**src/hdl/rhcb_pkg.sv**
```systemverilog
// shared types and constants for the rolling hash chunk boundary finder
package rhcb_pkg;

  localparam int unsigned DEF_WINDOW_DEPTH = 64;
  localparam longint unsigned DEF_MAX_BUFFER = 1048576;

  localparam int unsigned BYTE_W     = 8;
  localparam int unsigned SUM_W      = 32;
  localparam int unsigned MASK_CFG_W = 6;
  localparam int unsigned OFFSET_W   = 21;
  localparam int unsigned MASK_RESET = 13;

  typedef logic [BYTE_W-1:0] byte_t;
  typedef logic [SUM_W-1:0] sum_t;

  // control that every window cell sees
  typedef struct packed {
    logic shift;
    logic clear;
  } win_ctrl_t;

endpackage

```
**src/hdl/rolling_hash_chunk_boundary_core.sv**
```systemverilog
// top level of the rolling hash chunk boundary finder
// usage:
//   bytes of a buffer stream in on s_axis, one byte per word, with
//   s_axis_tlast on the final byte of the buffer. the block keeps a
//   window of the last WINDOW_DEPTH bytes in a chain of byte cells and
//   a 32-bit rotate-xor rolling sum. when the low mask_bits bits of the
//   sum are all ones, one result word goes out on m_axis with the
//   boundary offset (bytes up to and including that byte) in tdata and
//   tuser set. the rest of that buffer is swallowed. if the buffer ends
//   with no boundary, a word with offset 0 and tuser clear goes out.
//   after the last byte all hashing state returns to zero. cfg_we / cfg_wdata
//   load mask_bits (reset 13); users write while the block idles (not enforced).
// timing:
//   one byte per clock while m_axis_tready holds; a result appears on m_axis
//   the cycle after the byte that causes it. up to a boundary the sum update
//   is one rotate-xor per byte and each window cell shifts once per byte.
// stall and reset:
//   a single output register sits between the sides; input is taken
//   while that register is empty or being drained in the same cycle.
//   rst (synchronous) clears the window, sum, position and output valid.
module rolling_hash_chunk_boundary_core
  import rhcb_pkg::*;
#(
  parameter int unsigned     WINDOW_DEPTH = DEF_WINDOW_DEPTH,
  parameter longint unsigned MAX_BUFFER   = DEF_MAX_BUFFER
) (
  input  logic                  clk,
  input  logic                  rst,
  input  logic                  s_axis_tvalid,
  output logic                  s_axis_tready,
  input  logic [7:0]            s_axis_tdata,   // [7:0] data_byte
  input  logic                  s_axis_tlast,   // last_byte
  output logic                  m_axis_tvalid,
  input  logic                  m_axis_tready,
  output logic [23:0]           m_axis_tdata,   // [20:0] boundary_offset, rest zero
  output logic                  m_axis_tuser,   // found
  input  logic                  cfg_we,
  input  logic [MASK_CFG_W-1:0] cfg_wdata       // mask_bits
);

  // position counter just wide enough to hold MAX_BUFFER
  localparam int unsigned POS_W = $clog2(MAX_BUFFER + 1);
  localparam int unsigned OFS_W = (POS_W > OFFSET_W) ? POS_W : OFFSET_W;
  localparam logic [POS_W-1:0] POS_MAX = POS_W'(MAX_BUFFER);

  logic [MASK_CFG_W-1:0] mask_bits;
  sum_t                  rolling_sum;
  sum_t                  rolling_sum_next;
  logic [POS_W-1:0]      byte_position;
  logic                  boundary_seen;

  logic                  accept;
  logic                  active;
  win_ctrl_t             win_ctrl;
  byte_t                 byte_leaving;
  sum_t                  low_mask;
  logic                  hit;
  logic [POS_W-1:0]      ofs;
  logic [OFS_W-1:0]      ofs_wide;
  logic                  emit;

  logic [OFFSET_W-1:0]   out_offset;
  logic                  out_found;

  // config register
  always_ff @(posedge clk) begin
    if (rst) begin
      mask_bits <= MASK_CFG_W'(MASK_RESET);
    end else if (cfg_we) begin
      mask_bits <= cfg_wdata;
    end
  end

  // input side handshake: output register free or draining
  assign s_axis_tready = !m_axis_tvalid || m_axis_tready;
  assign accept        = s_axis_tvalid && s_axis_tready;
  assign active        = accept && !boundary_seen;

  assign win_ctrl.shift = active;
  assign win_ctrl.clear = accept && s_axis_tlast;

  rhcb_window #(
    .WINDOW_DEPTH (WINDOW_DEPTH)
  ) u_window (
    .clk          (clk),
    .rst          (rst),
    .ctrl         (win_ctrl),
    .byte_in      (s_axis_tdata),
    .byte_leaving (byte_leaving)
  );

  // rotate left by one, fold in the leaving and the entering byte
  assign rolling_sum_next = {rolling_sum[SUM_W-2:0], rolling_sum[SUM_W-1]}
                          ^ SUM_W'(byte_leaving) ^ SUM_W'(s_axis_tdata);

  // mask of 32 or more bits covers the whole sum
  always_comb begin
    if (mask_bits >= MASK_CFG_W'(SUM_W)) begin
      low_mask = '1;
    end else begin
      low_mask = (SUM_W'(1) << mask_bits[4:0]) - SUM_W'(1);
    end
  end

  assign hit = (rolling_sum_next & low_mask) == low_mask;

  // offset is position + 1, capped at the buffer bound
  assign ofs      = (byte_position == POS_MAX) ? POS_MAX : byte_position + POS_W'(1);
  assign ofs_wide = OFS_W'(ofs);

  assign emit = active && (hit || s_axis_tlast);

  // hashing state
  always_ff @(posedge clk) begin
    if (rst || (accept && s_axis_tlast)) begin
      rolling_sum   <= '0;
      byte_position <= '0;
      boundary_seen <= 1'b0;
    end else if (active) begin
      rolling_sum <= rolling_sum_next;
      if (byte_position != POS_MAX) begin
        byte_position <= byte_position + POS_W'(1);
      end
      if (hit) begin
        boundary_seen <= 1'b1;
      end
    end
  end

  // output register
  always_ff @(posedge clk) begin
    if (rst) begin
      m_axis_tvalid <= 1'b0;
    end else if (emit) begin
      m_axis_tvalid <= 1'b1;
    end else if (m_axis_tready) begin
      m_axis_tvalid <= 1'b0;
    end
  end

  always_ff @(posedge clk) begin
    if (emit) begin
      out_offset <= hit ? ofs_wide[OFFSET_W-1:0] : '0;
      out_found  <= hit;
    end
  end

  assign m_axis_tdata = {3'b000, out_offset};
  assign m_axis_tuser = out_found;

endmodule

```
**src/hdl/rhcb_cell.sv**
```systemverilog
// one byte cell of the sliding window
module rhcb_cell
  import rhcb_pkg::*;
(
  input  logic      clk,
  input  logic      rst,
  input  win_ctrl_t ctrl,
  input  byte_t     byte_in,
  output byte_t     byte_out
);

  byte_t held;

  always_ff @(posedge clk) begin
    if (rst || ctrl.clear) begin
      held <= '0;
    end else if (ctrl.shift) begin
      held <= byte_in;
    end
  end

  assign byte_out = held;

endmodule

```
**src/hdl/rhcb_window.sv**
```systemverilog
// chain of byte cells holding the last WINDOW_DEPTH bytes
module rhcb_window
  import rhcb_pkg::*;
#(
  parameter int unsigned WINDOW_DEPTH = DEF_WINDOW_DEPTH
) (
  input  logic      clk,
  input  logic      rst,
  input  win_ctrl_t ctrl,
  input  byte_t     byte_in,
  output byte_t     byte_leaving
);

  byte_t link [WINDOW_DEPTH+1];

  assign link[0] = byte_in;

  for (genvar i = 0; i < WINDOW_DEPTH; i++) begin : g_cell
    rhcb_cell u_cell (
      .clk      (clk),
      .rst      (rst),
      .ctrl     (ctrl),
      .byte_in  (link[i]),
      .byte_out (link[i+1])
    );
  end

  // oldest byte, the one that drops out on the next shift
  assign byte_leaving = link[WINDOW_DEPTH];

endmodule
```
**config.mk**
```make
export PLATFORM = sky130hd
export DESIGN_NAME = rolling_hash_chunk_boundary_core
export DESIGN_NICKNAME = d
export VERILOG_FILES = /design/src/hdl/rhcb_pkg.sv /design/src/hdl/rolling_hash_chunk_boundary_core.sv /design/src/hdl/rhcb_cell.sv /design/src/hdl/rhcb_window.sv
export SDC_FILE = /design/constraint.sdc
export NUM_CORES = 1
export LEC_CHECK = 0
export BUFFER_PORTS_ARGS = -buffer_cell sky130_fd_sc_hd__buf_2
export CAP_MARGIN = 10
export CORE_MARGIN = 2
export CORE_UTILIZATION = 40
export CTS_BUF_LIST = sky130_fd_sc_hd__clkbuf_8
export CTS_CLUSTER_SIZE = 14
export DETAILED_ROUTE_END_ITERATION = 8
export MAX_ROUTING_LAYER = met4
export PLACE_DENSITY_LB_ADDON = 0.3
export SYNTH_ARGS = -nofsm -noshare
export SYNTH_HDL_FRONTEND = slang
export SYNTH_HIERARCHICAL = 1
export SYNTH_SLANG_ARGS = --single-unit
export TNS_END_PERCENT = 5
```
**constraint.sdc**
```tcl
create_clock -name clk -period 5.2 [get_ports clk]
set_input_delay 0.26 -clock clk [delete_from_list [all_inputs] [get_ports clk]]
set_output_delay 0.26 -clock clk [all_outputs]
set_load 0.02 [all_outputs]
```
# Word level (Yosys, flattened, before mapping)
# Cells that the tools add are included.
[totals] output_inout_bits=27 input_bits=20 elab_cells=100 register_bits=595
[classes] reduce_logical=13 bitwise_logic=4 order_cmp=1 add_sub_neg=2 n_shift=1 n_eq_ne=3 mux=4
[op_table] op="bitwise XOR 32 x 8 -> 32 bit" n=2
[op_table] op="bitwise AND 32 bit" n=1
[op_table] op="equality test 32 bit" n=1
[op_table] op="2-to-1 mux 32 bit" n=1
[op_table] op="<< shifter 1 x 5 -> 32 bit, first input constant" n=1
[op_table] op="subtractor 32 x 2 -> 32 bit, second input constant" n=1
[op_table] op="adder 21 x 1 -> 21 bit, second input constant" n=1
[op_table] op="equality test 21 bit, second input constant" n=1
[op_table] op="2-to-1 mux 21 bit" n=1
[op_table] op="!= test 21 bit, second input constant" n=1
[op_table] op="greater-or-equal comparator 6 bit, second input constant" n=1
[op_table] op="logical AND 1 bit" n=4
[op_table] op="AND reduction 2 bit" n=2
[op_table] op="logical OR 1 bit" n=3
[op_table] op="zero test 1 bit" n=2
[op_table] op="2-to-1 mux 1 bit" n=2
[op_table] op="nonzero test 2 bit" n=1
[op_table] op="OR reduction 2 bit" n=1
[op_table] op="NOT 1 bit" n=1

# Logic depth before layout (Yosys ltp)
[logic_depth] ltp_word=8 mapped_depth=13 mapped_depth_nobuf=9

# Cells and area by module
# Netlist, hierarchy kept.
[modules_own_cells] module="rhcb_cell" cells_each=27 n_inst=64 seq_area_each_um2=160.2 area_each_um2=295.3
[modules_own_cells] module="rolling_hash_chunk_boundary_core" cells_each=544 n_inst=1 seq_area_each_um2=1881.8 area_each_um2=4675.7

# Worst setup path after synthesis
# No wires, ideal clock.
[synth_path] path_type="register to register" startpoint="register mask_bits[1]" endpoint="register out_found, in the netlist m_axis_tuser (enable)" setup_ns=0.435 path_buffers=2 arrival_time_ns=4.092 required_time_ns=4.765 slack_ns=0.673 period_less_slack_ns=4.527 path_stages_with_launch=12 path_cell_list="dfxtp_1 buf_6 nor3_1 nand3_1 ha_1 clkbuf_1 and3_1 a311oi_1 o21ai_0 nor4_1 nand4_4 o31ai_1"
[synth_via] elab_chain_cells=7 elab_cells_between_ends=8 classes_between="add/sub: 1; order compare: 1; eq/ne: 1; shift: 1; mux: 1; bitwise: 1; reduce/logical: 2"
[synth_rtl] element="start: declaration" line="rolling_hash_chunk_boundary_core.sv:46" source="logic [MASK_CFG_W-1:0] mask_bits;"
[synth_rtl] element="start signal: assignment" line="rolling_hash_chunk_boundary_core.sv:68" source="mask_bits <= MASK_CFG_W'(MASK_RESET);"
[synth_rtl] element="start signal: assignment" line="rolling_hash_chunk_boundary_core.sv:70" source="mask_bits <= cfg_wdata;"
[synth_rtl] element="<< shifter 1 x 5 -> 32 bit" line="rolling_hash_chunk_boundary_core.sv:101" source="low_mask = (SUM_W'(1) << mask_bits[4:0]) - SUM_W'(1);"
[synth_rtl] element="subtractor 32 x 2 -> 32 bit" line="rolling_hash_chunk_boundary_core.sv:101"
[synth_rtl] element="2-to-1 mux 32 bit *" line="rolling_hash_chunk_boundary_core.sv:98" source="if (mask_bits >= MASK_CFG_W'(SUM_W)) begin"
[synth_rtl] element="bitwise AND 32 bit" line="rolling_hash_chunk_boundary_core.sv:105" source="assign hit = (rolling_sum_next & low_mask) == low_mask;"
[synth_rtl] element="equality test 32 bit *" line="rolling_hash_chunk_boundary_core.sv:105"
[synth_rtl] element="logical OR 1 bit *" line="rolling_hash_chunk_boundary_core.sv:111" source="assign emit = active && (hit || s_axis_tlast);"
[synth_rtl] element="logical AND 1 bit *" line="rolling_hash_chunk_boundary_core.sv:111"
[synth_rtl] element="net emit" line="rolling_hash_chunk_boundary_core.sv:60" source="logic emit;"
[synth_rtl] element="end signal: assignment" line="rolling_hash_chunk_boundary_core.sv:144" source="out_found <= hit;"
[synth_rtl] element="end: declaration" line="rolling_hash_chunk_boundary_core.sv:63" source="logic out_found;"
# Mark *: on every way through the listed nets, which the timed path passes. The rest lies on a longest branch.
# A chain may end at the register's enable or synchronous reset.

# Worst setup path after layout
[layout_path] startpoint="register mask_bits[4]" endpoint="register out_offset[0] (data pin)"
[layout_via] elab_chain_cells=7 elab_cells_between_ends=8 classes_between="add/sub: 1; order compare: 1; eq/ne: 1; shift: 1; mux: 1; bitwise: 2; reduce/logical: 1"
[layout_rtl] element="<< shifter 1 x 5 -> 32 bit" line="rolling_hash_chunk_boundary_core.sv:101"
[layout_rtl] element="subtractor 32 x 2 -> 32 bit" line="rolling_hash_chunk_boundary_core.sv:101"
[layout_rtl] element="2-to-1 mux 32 bit *" line="rolling_hash_chunk_boundary_core.sv:98"
[layout_rtl] element="bitwise AND 32 bit" line="rolling_hash_chunk_boundary_core.sv:105"
[layout_rtl] element="equality test 32 bit *" line="rolling_hash_chunk_boundary_core.sv:105"
[layout_rtl] element="NOT 1 bit (no source line) *"
[layout_rtl] element="OR reduction 2 bit (no source line) *"
[layout_rtl] element="end signal: assignment" line="rolling_hash_chunk_boundary_core.sv:143" source="out_offset <= hit ? ofs_wide[OFFSET_W-1:0] : '0;"
[layout_rtl] element="end: declaration" line="rolling_hash_chunk_boundary_core.sv:62" source="logic [OFFSET_W-1:0] out_offset;"
# Mark *: on every way between the ends. The rest lies on a longest branch, timed or not.

==> impl_metrics.json <==
{
  "setup.worst_path.end_class": "register",
  "fp.dieW_um": 246.8,
  "clk_transition_reported_paths_ns": 0.06,
  "setup_tns_ns": 0,
  "total_nets_final": 2301,
  "outcome": "completed",
  "cell_internal_power_dissipation_mw": 6.914,
  "rsz0062_at_grt": "no",
  "post_synthesis_register_bit_count": 595,
  "first_pass_iters": 5,
  "wl_per_cell_um": 13.68,
  "first_pass_grt_wire_length_mm": 71.41,
  "post_drt_via_cell_ratio": 4.740,
  "num_antenna_cells": 0,
  "grt_start_max_net_pins": 112,
  "syn_to_final_growth_pct": 8.811,
  "worst_skew_pair.late_latency_ns": 0.66,
  "irDropWorstVdd_mv": 0.1972,
  "worst-setup-path-type": "reg2reg",
  "cap_violations": 0,
  "worstPathMaxFanout": 28,
  "die_footprint_sq_um": 60890,
  "post-route-util_pct": 44.21,
  "post_cts.repair.setup_buffers": 0,
  "switching_share_pct": 23.47,
  "grt_pass1_vias": 14530,
  "hold_path.startpoint": "cfg_we",
  "grt_antenna_before_repair": 0,
  "finalHoldViolations": 0,
  "die-height_um": 246.8,
  "timing.final.crit_period_ns": 4.230,
  "cpLargestDelayFamily": "simple AND/OR/NAND/NOR gates",
  "synth.yosys.seq_area_share_pct": 51.46,
  "route.detailed.drc": 0,
  "cp.buffers_inverters": 3,
  "synth.cell_area_sq_um": 23570,
  "power_leakage_nw": 10.39,
  "floorplan.io_pins": 47,
  "synthMuxAreaShare_pct": 21.99,
  "final.period_utilization_pct": 81.35,
  "floorplan.core_area_sq_um": 58030,
  "end_of_the_worst_register_to_register_path": "out_offset[0]",
  "replace_congestion": 0.8316,
  "leading_cell_types_in_the_layout_fill_and_taps_excluded": "573 x sky130_fd_sc_hd__dfxtp_1, 555 x sky130_fd_sc_hd__nor2_1, 518 x sky130_fd_sc_hd__mux2i_1",
  "power_frac_clock_pct": 42.9,
  "drt-total-wl_mm": 42.62,
  "critical_path.startpoint_type": "register",
  "starting_drt_drc_count": 722,
  "holdCritPathClass": "in2reg",
  "number_of_warnings_reported_in_the_yosys_synthesis_log": 6,
  "cts-hold-fix-buffers": 23,
  "power.sequential.fraction_pct": 51.2,
  "synth.lib_cells_used.distinct": 65,
  "tritoncts_num_sinks": 595,
  "power_density_nw_per_um2": 352.2,
  "cp_data_arrival_time_ns": 4.67,
  "cts_made_buffers": 97,
  "comb_power_share_pct": 5.9,
  "yosys.area_share.adder_pct": 0.1592,
  "initial_utilization_pct": 40.63,
  "final_antenna_net_count": 0,
  "synthArstFlopShare_pct": 0,
  "reg2reg_from": "mask_bits[4]",
  "buffer_ports.inserted": 43,
  "groute.usage.overall_pct": 14.47,
  "worst-r2r-setup-slack_ns": 0.97,
  "cts_tree": "built",
  "finalSetupViolations": 0,
  "max_clock_freq_ghz": 0.2364,
  "floorplan.rows": 88,
  "grt-ovfl-total": 0,
  "dr_total_vias": 14760,
  "share_of_post_route_cells_with_drive_strength_above_1_pct": 9.660,
  "synth_edf_count": 22,
  "p_sw_mw": 2.120,
  "timing.hold.worst_endpoint": "mask_bits[1]",
  "post_synth.cell_area_avg_sq_um": 10.38,
  "drv_slew": 0,
  "crit_chain": "inv_1 > nand3_1 > ha_1 > buf_4 > nor4bb_1 > o21ai_0 > a21oi_1 > nor4_1 > nand3_1 > buf_4 > nor4b_1",
  "post_synth_xor_area_fraction_pct": 2.134,
  "clockRootBuffer": "sky130_fd_sc_hd__clkbuf_8",
  "synth_compound_gate_area_share_pct": 2.749,
  "combinational_family_with_the_most_area_after_synthesis": "multiplexers",
  "tightestPinTransition_ns": 1.028,
  "dp_hpwl_mm": 27.57,
  "postCtsResizedCells": 0,
  "holdPathStages": 3,
  "cts.path.max_buffers": 3,
  "layout.cells.most_common": "sky130_fd_sc_hd__dfxtp_1",
  "critPathSlowestCell": "sky130_fd_sc_hd__dfxtp_1",
  "synth-simple-area-share_pct": 15.21,
  "h_tree_levels": 3,
  "reg2regPathDepth": 11,
  "slew-limit-headroom_pct": 31.47,
  "finalClockSkew_ns": 0.02500,
  "critical-path-max-stage-delay_ns": 0.95,
  "worstPathRequired_ns": 5.64,
  "netlist_instances": 2272,
  "synth-main-ff-cell": "sky130_fd_sc_hd__dfxtp_1"
}
==> final cells by class <==
type	count	area (sq um)
Fill cell	5484	32370
Multi-Input combinational cell	1491	9985
Timing Repair Buffer	83	635.6
Clock buffer	119	1638
Tap cell	765	957.2
Clock inverter	52	259.0
Sequential cell	595	12130
Inverter	10	45.04
==> metal layers <==
metal | up-vias | GRT usage [%] | part of all wire (%)
li1 | 7646 | - | -
met1 | 6838 | 18.94 | 50
met2 | 203 | 22.19 | 44
met3 | 77 | 3.169 | 3.9
met4 | 0 | 4.713 | 2.1
met5 | - | - | 0
==> flip-flops by register name (all words and copies together) (netlist names) <==
name and count:
u_window/g_cell.u_cell/byte_out 512, rolling_sum 32, byte_position 21, out_offset 21, mask_bits 6, boundary_seen 1
m_axis_tuser 1, m_axis_tvalid 1
==> power by group through the flow <==
stage / Combinational (mW) / Clock, mW / Sequential [mW]
2_1_floorplan: 0.501 / 0 / 4.72
3_3_place_gp: 0.519 / 0 / 4.73
3_5_place_dp: 0.522 / 0 / 4.73
4_1_cts: 0.538 / 4.02 / 4.63
5_1_grt: 0.576 / 4.24 / 4.63
6_report: 0.534 / 3.87 / 4.63
==> how the worst max path moves through the flow <==
| stage | from | end | slack (ns) | depth (start not counted) |
|---|---|---|---|---|
| after global placement | mask_bits[4] | out_offset[12] | 1.09 | 11 |
| after floorplan | mask_bits[1] | m_axis_tuser | 0.67 | 11 |
| final | mask_bits[4] | out_offset[0] | 0.97 | 11 |
| after detailed placement | mask_bits[4] | out_offset[0] | 1.05 | 11 |
| after global routing | mask_bits[4] | out_offset[0] | 0.61 | 11 |
| after CTS | mask_bits[4] | out_offset[0] | 1.00 | 11 |
==> tightest hold or removal path: stages <==
cell and delay [ns]:
sky130_fd_sc_hd__buf_2 0.17, sky130_fd_sc_hd__mux2i_1 0.17, sky130_fd_sc_hd__nor2_1 0.09
==> cells in the mapped netlist (7+ instances only) <==
library cell	instances	share of area, %
sky130_fd_sc_hd__buf_2	9	0.19
sky130_fd_sc_hd__nand3_1	13	0.28
sky130_fd_sc_hd__nand2_1	97	1.5
sky130_fd_sc_hd__nand4_1	7	0.19
sky130_fd_sc_hd__and3_1	7	0.19
sky130_fd_sc_hd__or2_1	64	1.7
sky130_fd_sc_hd__mux2i_1	518	22
sky130_fd_sc_hd__xnor2_1	29	1.1
sky130_fd_sc_hd__nor3_1	7	0.15
sky130_fd_sc_hd__xor2_1	23	0.85
sky130_fd_sc_hd__dfxtp_1	573	49
sky130_fd_sc_hd__nor3_2	19	0.81
sky130_fd_sc_hd__buf_6	68	3.2
sky130_fd_sc_hd__edfxtp_1	22	2.8
sky130_fd_sc_hd__inv_1	9	0.14
sky130_fd_sc_hd__a21oi_1	45	0.96
sky130_fd_sc_hd__buf_4	67	2.1
sky130_fd_sc_hd__o21ai_0	11	0.23
sky130_fd_sc_hd__nor4_1	12	0.32
sky130_fd_sc_hd__clkbuf_1	32	0.51
sky130_fd_sc_hd__nor2_1	555	8.8
==> logic make-up after synthesis <==
family          count (synthesis)
simple gates                  816
flops                         595
mux                           518
buf+inv                       188
compound gates                 97
xor+xnor                       54
fa+ha+maj                       3
other cells                     1
==> through the flow <==
step	cells	cell area [sq um]	hold WS, ns	setup WS (ns)	power [mW]
final	3115	25650	0.08539	0.9698	9.035
after global routing	3115	25650	0.08460	0.6141	9.444
after CTS	3115	25650	0.02490	1.003	9.189
after detailed placement	2921	23520	0.4536	1.046	5.250
after global placement	2921	23520	0.4335	1.089	5.247
after floorplan	2274	23580	0.3324	0.6729	5.226
Note: power is estimated with default switching activity, not from simulation.
